**config.mk**
```make
export PLATFORM = sky130hd
export DESIGN_NAME = encoder_pid_speed_controller
export DESIGN_NICKNAME = d
export VERILOG_FILES = /design/src/ecpsc_pkg.sv /design/src/encoder_pid_speed_controller.sv
export VERILOG_INCLUDE_DIRS = /design/src /design/src/src
export SDC_FILE = /design/constraint.sdc
export NUM_CORES = 2
export LEC_CHECK = 0
export ABC_AREA = 1
export BUFFER_PORTS_ARGS = -buffer_cell sky130_fd_sc_hd__buf_2
export CAP_MARGIN = 25
export CORE_MARGIN = 2
export CORE_UTILIZATION = 45
export CTS_CLUSTER_DIAMETER = 60
export DETAILED_ROUTE_END_ITERATION = 8
export PLACE_DENSITY = 0.69
export SYNTH_ARGS = -nofsm -noshare
export SYNTH_HDL_FRONTEND = slang
export SYNTH_SLANG_ARGS = --single-unit
```
**constraint.sdc**
```tcl
create_clock -name clk -period 10.2 [get_ports clk]
set_input_delay 0.51 -clock clk [delete_from_list [all_inputs] [get_ports clk]]
set_output_delay 0.51 -clock clk [all_outputs]
set_load 0.05 [all_outputs]
```
**src/encoder_pid_speed_controller_assert.svh**
```systemverilog
// Assertion macros for the encoder PID speed controller.
// Expects signals clk and rst in the scope of use.
`ifndef ENCODER_PID_SPEED_CONTROLLER_ASSERT_SVH
`define ENCODER_PID_SPEED_CONTROLLER_ASSERT_SVH

// same-cycle implication
`define ECPSC_ASSERT_IMP(lbl, pre, post, msg) \
  lbl: assert property (@(posedge clk) disable iff (rst) (pre) |-> (post)) \
    else $error(msg);

// next-cycle implication
`define ECPSC_ASSERT_NXT(lbl, pre, post, msg) \
  lbl: assert property (@(posedge clk) disable iff (rst) (pre) |=> (post)) \
    else $error(msg);

`endif

```
**src/ecpsc_pkg.sv**
```systemverilog
// Shared types and constants for the encoder PID speed controller.
// No dependencies.
`default_nettype none

package ecpsc_pkg;

  localparam int unsigned DUTY_MAX_DEF   = 4095;
  localparam int unsigned TALLY_BITS_DEF = 16;

  localparam int unsigned CFG_W     = 32;
  localparam int unsigned CFG_IDX_W = 3;

  // register indexes
  localparam logic [CFG_IDX_W-1:0] CFG_PROP_GAIN    = 3'd0;
  localparam logic [CFG_IDX_W-1:0] CFG_INTEG_GAIN   = 3'd1;
  localparam logic [CFG_IDX_W-1:0] CFG_DERIV_GAIN   = 3'd2;
  localparam logic [CFG_IDX_W-1:0] CFG_COUNT_TO_RPM = 3'd3;
  localparam logic [CFG_IDX_W-1:0] CFG_SPEED_LIMIT  = 3'd4;

  localparam logic [31:0] COUNT_TO_RPM_RST = 32'h0001_0000;
  localparam logic [14:0] SPEED_LIMIT_RST  = 15'h7FFF;

  localparam int unsigned SUM_W  = 40;
  localparam int unsigned ERR_W  = 33;
  localparam int unsigned DIFF_W = 34;
  localparam int unsigned ACC_W  = 76;
  localparam int unsigned DUTY_W = 16;

  localparam logic signed [SUM_W-1:0] SUM_MAX = {1'b0, {(SUM_W-1){1'b1}}};
  localparam logic signed [SUM_W-1:0] SUM_MIN = {1'b1, {(SUM_W-1){1'b0}}};

  localparam logic [0:0] REQ_EDGE = 1'b0;
  localparam logic [0:0] REQ_TICK = 1'b1;

  typedef struct packed {
    logic              req_type;
    logic              chan_b_level;
    logic signed [15:0] speed_target;
  } req_t;

  typedef struct packed {
    logic [11:0]        duty_level;
    logic               rotation_dir;
    logic signed [31:0] speed_seen;
  } rsp_t;

endpackage

`default_nettype wire

```
**src/encoder_pid_speed_controller.sv**
```systemverilog
// Encoder-fed PID speed controller, top level.
// Depends on ecpsc_pkg and encoder_pid_speed_controller_assert.svh.
// An encoder edge word steps the tally when accepted; a tick word is accepted, then runs
// 11 sequencer steps, and its result word is valid after the last step.
// One edge per cycle while idle; no new word is taken until a tick's result word is issued.
// A single shared 33x21 multiplier makes two passes per 32x40 product, four products in all.
// Reset (rst, synchronous): registers take their defaults, tally and PID state clear.
`default_nettype none

module encoder_pid_speed_controller #(
  parameter int unsigned DUTY_MAX   = ecpsc_pkg::DUTY_MAX_DEF,
  parameter int unsigned TALLY_BITS = ecpsc_pkg::TALLY_BITS_DEF
) (
  input  wire logic                           clk,
  input  wire logic                           rst,
  // request channel
  input  wire logic                           req_valid,
  output      logic                           req_stall,
  input  wire ecpsc_pkg::req_t                req,
  // result channel
  output      logic                           rsp_valid,
  input  wire logic                           rsp_stall,
  output      ecpsc_pkg::rsp_t                rsp,
  // configuration write port
  input  wire logic                           cfg_we,
  input  wire logic [ecpsc_pkg::CFG_IDX_W-1:0] cfg_idx,
  input  wire logic [ecpsc_pkg::CFG_W-1:0]     cfg_data
);
  import ecpsc_pkg::*;

  // sequencer codes
  localparam logic [3:0] ST_IDLE = 4'd0;
  localparam logic [3:0] ST_SLO  = 4'd1;   // speed product, low chunk
  localparam logic [3:0] ST_SHI  = 4'd2;   // speed product, high chunk
  localparam logic [3:0] ST_SPD  = 4'd3;   // round, saturate, form error
  localparam logic [3:0] ST_ERR  = 4'd4;   // integral and difference update
  localparam logic [3:0] ST_PLO  = 4'd5;
  localparam logic [3:0] ST_PHI  = 4'd6;
  localparam logic [3:0] ST_ILO  = 4'd7;
  localparam logic [3:0] ST_IHI  = 4'd8;
  localparam logic [3:0] ST_DLO  = 4'd9;
  localparam logic [3:0] ST_DHI  = 4'd10;
  localparam logic [3:0] ST_OUT  = 4'd11;  // drive to duty and direction

  localparam int unsigned B_W     = SUM_W;   // multiplier B operand in word form
  localparam int unsigned CHUNK   = B_W / 2;
  localparam int unsigned PROD_W  = 33 + CHUNK + 1;

  // configuration registers
  logic signed [31:0] prop_gain, integ_gain, deriv_gain;
  logic        [31:0] count_to_rpm;
  logic        [14:0] speed_limit;

  // controller state
  logic [TALLY_BITS-1:0]    tally;
  logic signed [SUM_W-1:0]  error_sum;
  logic signed [ERR_W-1:0]  last_error;

  // per-tick working registers
  logic [3:0]               state;
  logic signed [15:0]       target_q;
  logic signed [ERR_W-1:0]  err_q;
  logic signed [DIFF_W-1:0] diff_q;
  logic signed [31:0]       speed_q;
  logic signed [ACC_W-1:0]  acc;

  logic req_take, rsp_take, is_tick;
  assign req_stall = (state != ST_IDLE);
  assign req_take  = req_valid && !req_stall;
  assign rsp_take  = rsp_valid && !rsp_stall;
  assign is_tick   = (req.req_type == REQ_TICK);

  // target clamp, done at accept
  logic signed [15:0] lim_pos, lim_neg, target_clamped;
  always_comb begin
    lim_pos = {1'b0, speed_limit};
    lim_neg = -lim_pos;
    if (req.speed_target > lim_pos) begin
      target_clamped = lim_pos;
    end else if (req.speed_target < lim_neg) begin
      target_clamped = lim_neg;
    end else begin
      target_clamped = req.speed_target;
    end
  end

  // tally magnitude; tally holds still until the error step
  logic                  tally_neg;
  logic [TALLY_BITS-1:0] tally_mag;
  assign tally_neg = tally[TALLY_BITS-1];
  assign tally_mag = tally_neg ? (~tally + 1'b1) : tally;

  // shared multiplier: 33-bit signed A times one 20-bit chunk of a 40-bit B
  logic signed [32:0]       a_op;
  logic signed [B_W-1:0]    b_op;
  logic                     hi_sel;
  logic signed [CHUNK:0]    chunk;
  logic signed [PROD_W-1:0] prod;
  logic signed [ACC_W-1:0]  prod_ext, term;

  always_comb begin
    unique case (state)
      ST_SLO, ST_SHI: begin
        a_op = {1'b0, count_to_rpm};
        b_op = {{(B_W-TALLY_BITS){1'b0}}, tally_mag};
      end
      ST_PLO, ST_PHI: begin
        a_op = {prop_gain[31], prop_gain};
        b_op = {{(B_W-ERR_W){err_q[ERR_W-1]}}, err_q};
      end
      ST_ILO, ST_IHI: begin
        a_op = {integ_gain[31], integ_gain};
        b_op = error_sum;
      end
      default: begin
        a_op = {deriv_gain[31], deriv_gain};
        b_op = {{(B_W-DIFF_W){diff_q[DIFF_W-1]}}, diff_q};
      end
    endcase
    hi_sel = (state == ST_SHI) || (state == ST_PHI) || (state == ST_IHI) ||
             (state == ST_DHI);
    chunk    = hi_sel ? {b_op[B_W-1], b_op[B_W-1:CHUNK]} : {1'b0, b_op[CHUNK-1:0]};
    prod     = a_op * chunk;
    prod_ext = {{(ACC_W-PROD_W){prod[PROD_W-1]}}, prod};
    term     = hi_sel ? (prod_ext <<< CHUNK) : prod_ext;
  end

  // speed: round to nearest, ties away from zero, saturate to 32 bits
  logic [64:0]            rnd;
  logic [48:0]            r_mag;
  logic signed [31:0]     speed_calc;
  logic signed [ERR_W-1:0] err_calc;
  always_comb begin
    rnd   = {1'b0, acc[63:0]} + 65'h8000;
    r_mag = rnd[64:16];
    if (tally_neg) begin
      speed_calc = (r_mag > 49'h0_8000_0000) ? 32'sh8000_0000 : -$signed(r_mag[31:0]);
    end else begin
      speed_calc = (r_mag > 49'h0_7FFF_FFFF) ? 32'sh7FFF_FFFF : $signed(r_mag[31:0]);
    end
    err_calc = {{(ERR_W-16){target_q[15]}}, target_q} -
               {{(ERR_W-32){speed_calc[31]}}, speed_calc};
  end

  // saturating integral
  logic signed [SUM_W:0]    sum_wide;
  logic signed [SUM_W-1:0]  sum_next;
  always_comb begin
    sum_wide = {error_sum[SUM_W-1], error_sum} + {{(SUM_W+1-ERR_W){err_q[ERR_W-1]}}, err_q};
    if (sum_wide[SUM_W] != sum_wide[SUM_W-1]) begin
      sum_next = sum_wide[SUM_W] ? SUM_MIN : SUM_MAX;
    end else begin
      sum_next = sum_wide[SUM_W-1:0];
    end
  end

  // drive: integer part by truncation toward zero, then clamp
  logic                 drive_neg;
  logic [ACC_W-1:0]     drive_mag;
  logic [ACC_W-17:0]    q;
  logic [DUTY_W-1:0]    duty_sat;
  always_comb begin
    drive_neg = acc[ACC_W-1];
    drive_mag = drive_neg ? (~acc + 1'b1) : acc;
    q         = drive_mag[ACC_W-1:16];
    if (q > (ACC_W-16)'(DUTY_MAX)) begin
      duty_sat = DUTY_W'(DUTY_MAX);
    end else begin
      duty_sat = q[DUTY_W-1:0];
    end
  end

  // configuration
  always_ff @(posedge clk) begin
    if (rst) begin
      prop_gain    <= '0;
      integ_gain   <= '0;
      deriv_gain   <= '0;
      count_to_rpm <= COUNT_TO_RPM_RST;
      speed_limit  <= SPEED_LIMIT_RST;
    end else if (cfg_we) begin
      unique case (cfg_idx)
        CFG_PROP_GAIN:    prop_gain    <= cfg_data;
        CFG_INTEG_GAIN:   integ_gain   <= cfg_data;
        CFG_DERIV_GAIN:   deriv_gain   <= cfg_data;
        CFG_COUNT_TO_RPM: count_to_rpm <= cfg_data;
        CFG_SPEED_LIMIT:  speed_limit  <= cfg_data[14:0];
        default: ;
      endcase
    end
  end

  // sequencer and control state
  always_ff @(posedge clk) begin
    if (rst) begin
      state      <= ST_IDLE;
      tally      <= '0;
      error_sum  <= '0;
      last_error <= '0;
      rsp_valid  <= 1'b0;
    end else begin
      // in the last step a taken word is replaced by the new one below
      if (rsp_take && (state != ST_OUT)) begin
        rsp_valid <= 1'b0;
      end
      unique case (state)
        ST_IDLE: begin
          if (req_take) begin
            if (is_tick) begin
              state <= ST_SLO;
            end else if (req.chan_b_level) begin
              tally <= tally - 1'b1;
            end else begin
              tally <= tally + 1'b1;
            end
          end
        end
        ST_SLO: state <= ST_SHI;
        ST_SHI: state <= ST_SPD;
        ST_SPD: state <= ST_ERR;
        ST_ERR: begin
          error_sum  <= sum_next;
          last_error <= err_q;
          tally      <= '0;
          state      <= ST_PLO;
        end
        ST_PLO: state <= ST_PHI;
        ST_PHI: state <= ST_ILO;
        ST_ILO: state <= ST_IHI;
        ST_IHI: state <= ST_DLO;
        ST_DLO: state <= ST_DHI;
        ST_DHI: state <= ST_OUT;
        ST_OUT: begin
          // hold here while the previous result word is still waiting
          if (!rsp_valid || !rsp_stall) begin
            rsp_valid <= 1'b1;
            state     <= ST_IDLE;
          end
        end
        default: state <= ST_IDLE;
      endcase
    end
  end

  // datapath registers, no reset needed
  always_ff @(posedge clk) begin
    unique case (state)
      ST_IDLE: begin
        target_q <= target_clamped;
        acc      <= '0;
      end
      ST_SPD: begin
        speed_q <= speed_calc;
        err_q   <= err_calc;
      end
      ST_ERR: begin
        diff_q <= {err_q[ERR_W-1], err_q} - {last_error[ERR_W-1], last_error};
        acc    <= '0;
      end
      ST_OUT: begin
        if (!rsp_valid || !rsp_stall) begin
          rsp.duty_level   <= duty_sat[11:0];
          rsp.rotation_dir <= drive_neg && (q != '0);
          rsp.speed_seen   <= speed_q;
        end
      end
      default: acc <= acc + term;
    endcase
  end

  `include "encoder_pid_speed_controller_assert.svh"

  `ECPSC_ASSERT_NXT(a_edge_count, req_take && !is_tick, (state == ST_IDLE) && (tally == ($past(req.chan_b_level) ? $past(tally) - 1'b1 : $past(tally) + 1'b1)), "edge word did not step the tally")
  `ECPSC_ASSERT_NXT(a_tick_start, req_take && is_tick, state == ST_SLO, "tick word did not start the sequencer")
  `ECPSC_ASSERT_NXT(a_tally_clear, state == ST_ERR, tally == '0, "tally not cleared by tick")
  `ECPSC_ASSERT_NXT(a_result_out, (state == ST_OUT) && !(rsp_valid && rsp_stall), rsp_valid && (state == ST_IDLE), "result word not issued")

endmodule

`default_nettype wire

```
==> summary.md <==
| Metric | Value |
|---|---|
| Insertion delay of the later-clocked pin in the worst-skew pair | `0.70 ns` |
| Final worst setup slack | `-0.196 ns` |
| Share of synthesized area occupied by flip-flops and latches | `0.187` |
| Count of mapped cells out of synthesis | `about 9000` |
| Inserted Clock Buffers | `between 60 and 70` |
| Clk_skew | `about 0.042 ns` |
| Number of design-rule violations left by the first detailed-router iteration | `roughly 6400` |
| Final Setup Violations | `27` |
| Relative slew slack | `0.224` |
| Antenna violations before repair | `23` |
| Residual antenna-violating net count after detailed routing | `0` |
| TritonCTS clock tree | `built` |
| Layout net count | `11136` |
| IO Count | `between 100 and 150` |
| Number of DRC violations after detailed routing | `0` |
| Outcome | `finished, violations left` |
| Max-capacitance violation count | `0` |
| Main synth FF type | `sky130_fd_sc_hd__dfxtp_1` |
| Crit end category | `flip-flop` |
| Cell mode on critical path | `sky130_fd_sc_hd__fa_1` |
| Transition time at the pin with the least slew margin | `~1.2 ns` |
| Syn_area_per_cell | `between 7 and 8 sq um` |
| Layout cells sized above 1 | `0.249` |
| Post-route clock period utilization | `1.02` |
| Startpoint of the lowest-slack register-to-register path | `tally[0]` |
| Via count | `roughly 66000` |
| Area growth, synth to finish | `30.7%` |
| Class of the most critical hold timing path | `in2reg` |
| Site row count | `137` |
| Synthesized cell area | `approximately 63000 sq um` |
| Routability congestion estimate | `around 1` |
| Highest cell delay on the worst timing path | `0.59 ns` |
| Global-route congestion overflow total | `0` |
| Number of slew-limit violations in the final report | `0` |
| Number of hold violations in the final report | `0` |
| Core region area | `roughly 140000 sq um` |
| Startpoint types | `flip-flop` |
| Global routing met3 resource utilization | `0.0639` |
| Number of global-route vias before repair | `roughly 64000` |
| Critical path required time | `approximately 11 ns` |
| Type of the worst setup path | `reg2reg` |
| Crit. Startpoint | `tally[0]` |
| Total clock sinks | `around 470` |
| Average detailed-routed wire length per instance | `21.4 microns` |
| Hold Startpoint | `cfg_data[26]` |
| Global Route met2 Usage | `0.530` |
| Worst-path maximum fanout | `5` |
| Initial standard-cell utilization of the core | `0.453` |
| Root buf cell | `sky130_fd_sc_hd__clkbuf_16` |
| Number of buffers on the longest clock path | `3` |
| Die Height | `around 380 microns` |
| Maximum number of pins on one net before global-route repair | `130` |
| GR peak layer | `met2` |
| Number of library cell types mapped by synthesis | `65` |
| FF+latch count, synth | `about 470` |
| GRT met1 Usage | `0.463` |
| Violations in the final reports | `setup timing` |
| Number of synthesized flops with an enable pin | `236` |
| Clk slew on worst S/H paths | `0.06 ns` |
| Htree depth | `3` |
| Final routed wirelength across all metal layers | `about 260 mm` |
| Worst endpoint data arrival time | `approximately 11 ns` |
| RSZ-0062 raised after global routing | `true` |
| Critical-path top delay cell | `sky130_fd_sc_hd__fa_2` |
| Post-DP HPWL | `~200 mm` |
| Number of cells after detailed placement | `11645` |
| Detail-routed via count per cell | `5.51` |
| Number of port buffers | `about 100` |
| Count of warnings emitted by yosys | `0` |
| All-layer global routing usage | `0.344` |
| Fillers | `between 10000 and 15000` |
| Chip width | `roughly 380 microns` |
| First-pass GRT wire length | `between 300 and 400 mm` |
| Die Outline Area | `roughly 140000 sq um` |
| First-pass DRT Iterations | `7` |
| Share of flip-flops with an asynchronous set or reset | `0` |
| Synthesized Nets | `~10000` |
| Highest Clock Rate | `between 90 and 100 MHz` |
| Final Critical Period | `approximately 10 ns` |
| Final standard cell count with taps included and fillers excluded | `11962` |
-- area by class of cell --
| cell class | instances | area [sq um] | area share |
|---|---|---|---|
| inverter | 1680 | 6370 | 0.0771 |
| clock inverter | 39 | 460 | 0.00557 |
| tap | 1876 | 2350 | 0.0284 |
| timing repair buffer | 1290 | 10700 | 0.130 |
| multi-input combinational | 6505 | 49000 | 0.593 |
| clock buffer | 87 | 1880 | 0.0227 |
| antenna | 12 | 30.0 | 0.000363 |
| sequential | 473 | 11800 | 0.143 |
-- cells in the final DEF, fill, tap and decap left out, types with 47 or more instances in the layout --
cell type	count
sky130_fd_sc_hd__nor2_4	119
sky130_fd_sc_hd__edfxtp_1	236
sky130_fd_sc_hd__a21oi_1	451
sky130_fd_sc_hd__buf_12	57
sky130_fd_sc_hd__a21oi_2	65
sky130_fd_sc_hd__ha_1	287
sky130_fd_sc_hd__nand2_2	152
sky130_fd_sc_hd__nand3_1	314
sky130_fd_sc_hd__o21ai_2	47
sky130_fd_sc_hd__nand2_1	1556
sky130_fd_sc_hd__buf_2	104
sky130_fd_sc_hd__fa_2	57
sky130_fd_sc_hd__clkbuf_16	74
sky130_fd_sc_hd__nand4_1	104
sky130_fd_sc_hd__xor2_1	161
sky130_fd_sc_hd__o21ai_0	448
sky130_fd_sc_hd__buf_6	79
sky130_fd_sc_hd__inv_2	159
sky130_fd_sc_hd__dfxtp_1	229
sky130_fd_sc_hd__inv_1	1489
sky130_fd_sc_hd__fa_1	635
sky130_fd_sc_hd__nor2_2	107
sky130_fd_sc_hd__nor2_1	1218
sky130_fd_sc_hd__o21ai_1	59
sky130_fd_sc_hd__buf_4	1029
sky130_fd_sc_hd__ha_4	77
-- critical path: cells and delay by family (launching register included) --
family	cells	cell delay, ns
AO/OA/AOI/OAI	9	1.33
XOR/XNOR	1	0.22
AND/OR/NAND/NOR	22	2.52
adder cells (fa/ha/maj)	10	4.44
buffers and inverters	14	1.27
flip-flops	1	0.33
-- repair_timing --
item,CTS,global route
hold buffers,0,0
endpoints found under the setup margin,55,56
cloned,6,5
gates resized for setup,430,1067
pin swaps,91,428
setup buffers,60,111
endpoints found under the hold margin,0,0
-- state kept, by name, summed over array words and instances, names as in the netlist, 33 cells and up --
name	cells
diff_q	34
acc	76
last_error	33
error_sum	40
err_q	33
rsp	45
-- layer usage --
metal / wire length (microns) / up-vias
met1: 104000 / 31642
met4: 16000 / 4
li1: - / 30267
met2: 113000 / 3195
met3: 22900 / 767
met5: 31 / -
-- synthesized netlist by cell type, types with 12 or more instances --
cell	number	area [sq um]
sky130_fd_sc_hd__fa_1	692	13900
sky130_fd_sc_hd__or2_2	16	100
sky130_fd_sc_hd__o21ai_0	562	2810
sky130_fd_sc_hd__xor2_1	174	1520
sky130_fd_sc_hd__nand3b_1	21	158
sky130_fd_sc_hd__a31oi_1	54	338
sky130_fd_sc_hd__xnor2_1	44	385
sky130_fd_sc_hd__a221oi_1	12	105
sky130_fd_sc_hd__o21bai_1	37	278
sky130_fd_sc_hd__a21boi_0	19	143
sky130_fd_sc_hd__buf_4	12	90.1
sky130_fd_sc_hd__clkbuf_1	219	822
sky130_fd_sc_hd__nor2_2	12	75.1
sky130_fd_sc_hd__nand2_1	1729	6490
sky130_fd_sc_hd__nand3_1	345	1730
sky130_fd_sc_hd__nand4_1	104	651
sky130_fd_sc_hd__inv_2	19	71.3
sky130_fd_sc_hd__a21oi_1	547	2740
sky130_fd_sc_hd__a21o_1	36	270
sky130_fd_sc_hd__buf_1	24	90.1
sky130_fd_sc_hd__o21a_1	37	278
sky130_fd_sc_hd__dfxtp_1	237	4740
sky130_fd_sc_hd__inv_1	1650	6190
sky130_fd_sc_hd__buf_2	15	75.1
sky130_fd_sc_hd__a211oi_1	37	278
sky130_fd_sc_hd__edfxtp_1	236	7090
sky130_fd_sc_hd__nor4_1	14	87.6
sky130_fd_sc_hd__o211ai_1	35	263
sky130_fd_sc_hd__nor2_1	1422	5340
sky130_fd_sc_hd__nor3_1	59	295
sky130_fd_sc_hd__ha_1	368	4600
sky130_fd_sc_hd__nand2_2	26	163
-- path summary, 6_finish.rpt --
kind,to,slack (ns),cells after the start
worst min-delay path,integ_gain[26],0.13,3
worst max register to register,acc[66],-0.20,56
worst max-delay path,acc[66],-0.20,56
worst min register to register,rsp[15],0.42,0
-- metrics by stage --
step	TNS [ns]	setup WS, ns	utilization	instance area [sq um]	hold slack, ns
after floorplan	0	0.0636	-	63300	0.400
after detailed placement	-30.94	-0.884	0.525	73200	0.405
after global placement	-26.99	-0.855	0.524	73200	0.401
final	-2.00	-0.196	0.593	82700	0.125
after global routing	-18.33	-0.540	0.593	82700	0.107
after CTS	-2.26	-0.196	0.558	77800	0.0861
-- cells by family (layout without fill, tap and decap cells) --
group / after synthesis / count (layout) / synth area share
AND/OR/NAND/NOR: 3785 / 3785 / 0.244
buffers and inverters: 1954 / 3096 / 0.117
AO/OA/AOI/OAI: 1435 / 1435 / 0.126
adder cells (fa/ha/maj): 1060 / 1060 / 0.292
flip-flops: 473 / 473 / 0.187
XOR/XNOR: 225 / 225 / 0.0329
other: 0 / 12 / 0
Power is left out: the tool's default activity adds up to more than one toggle a clock period on the data nets, which glitch-free logic cannot reach.
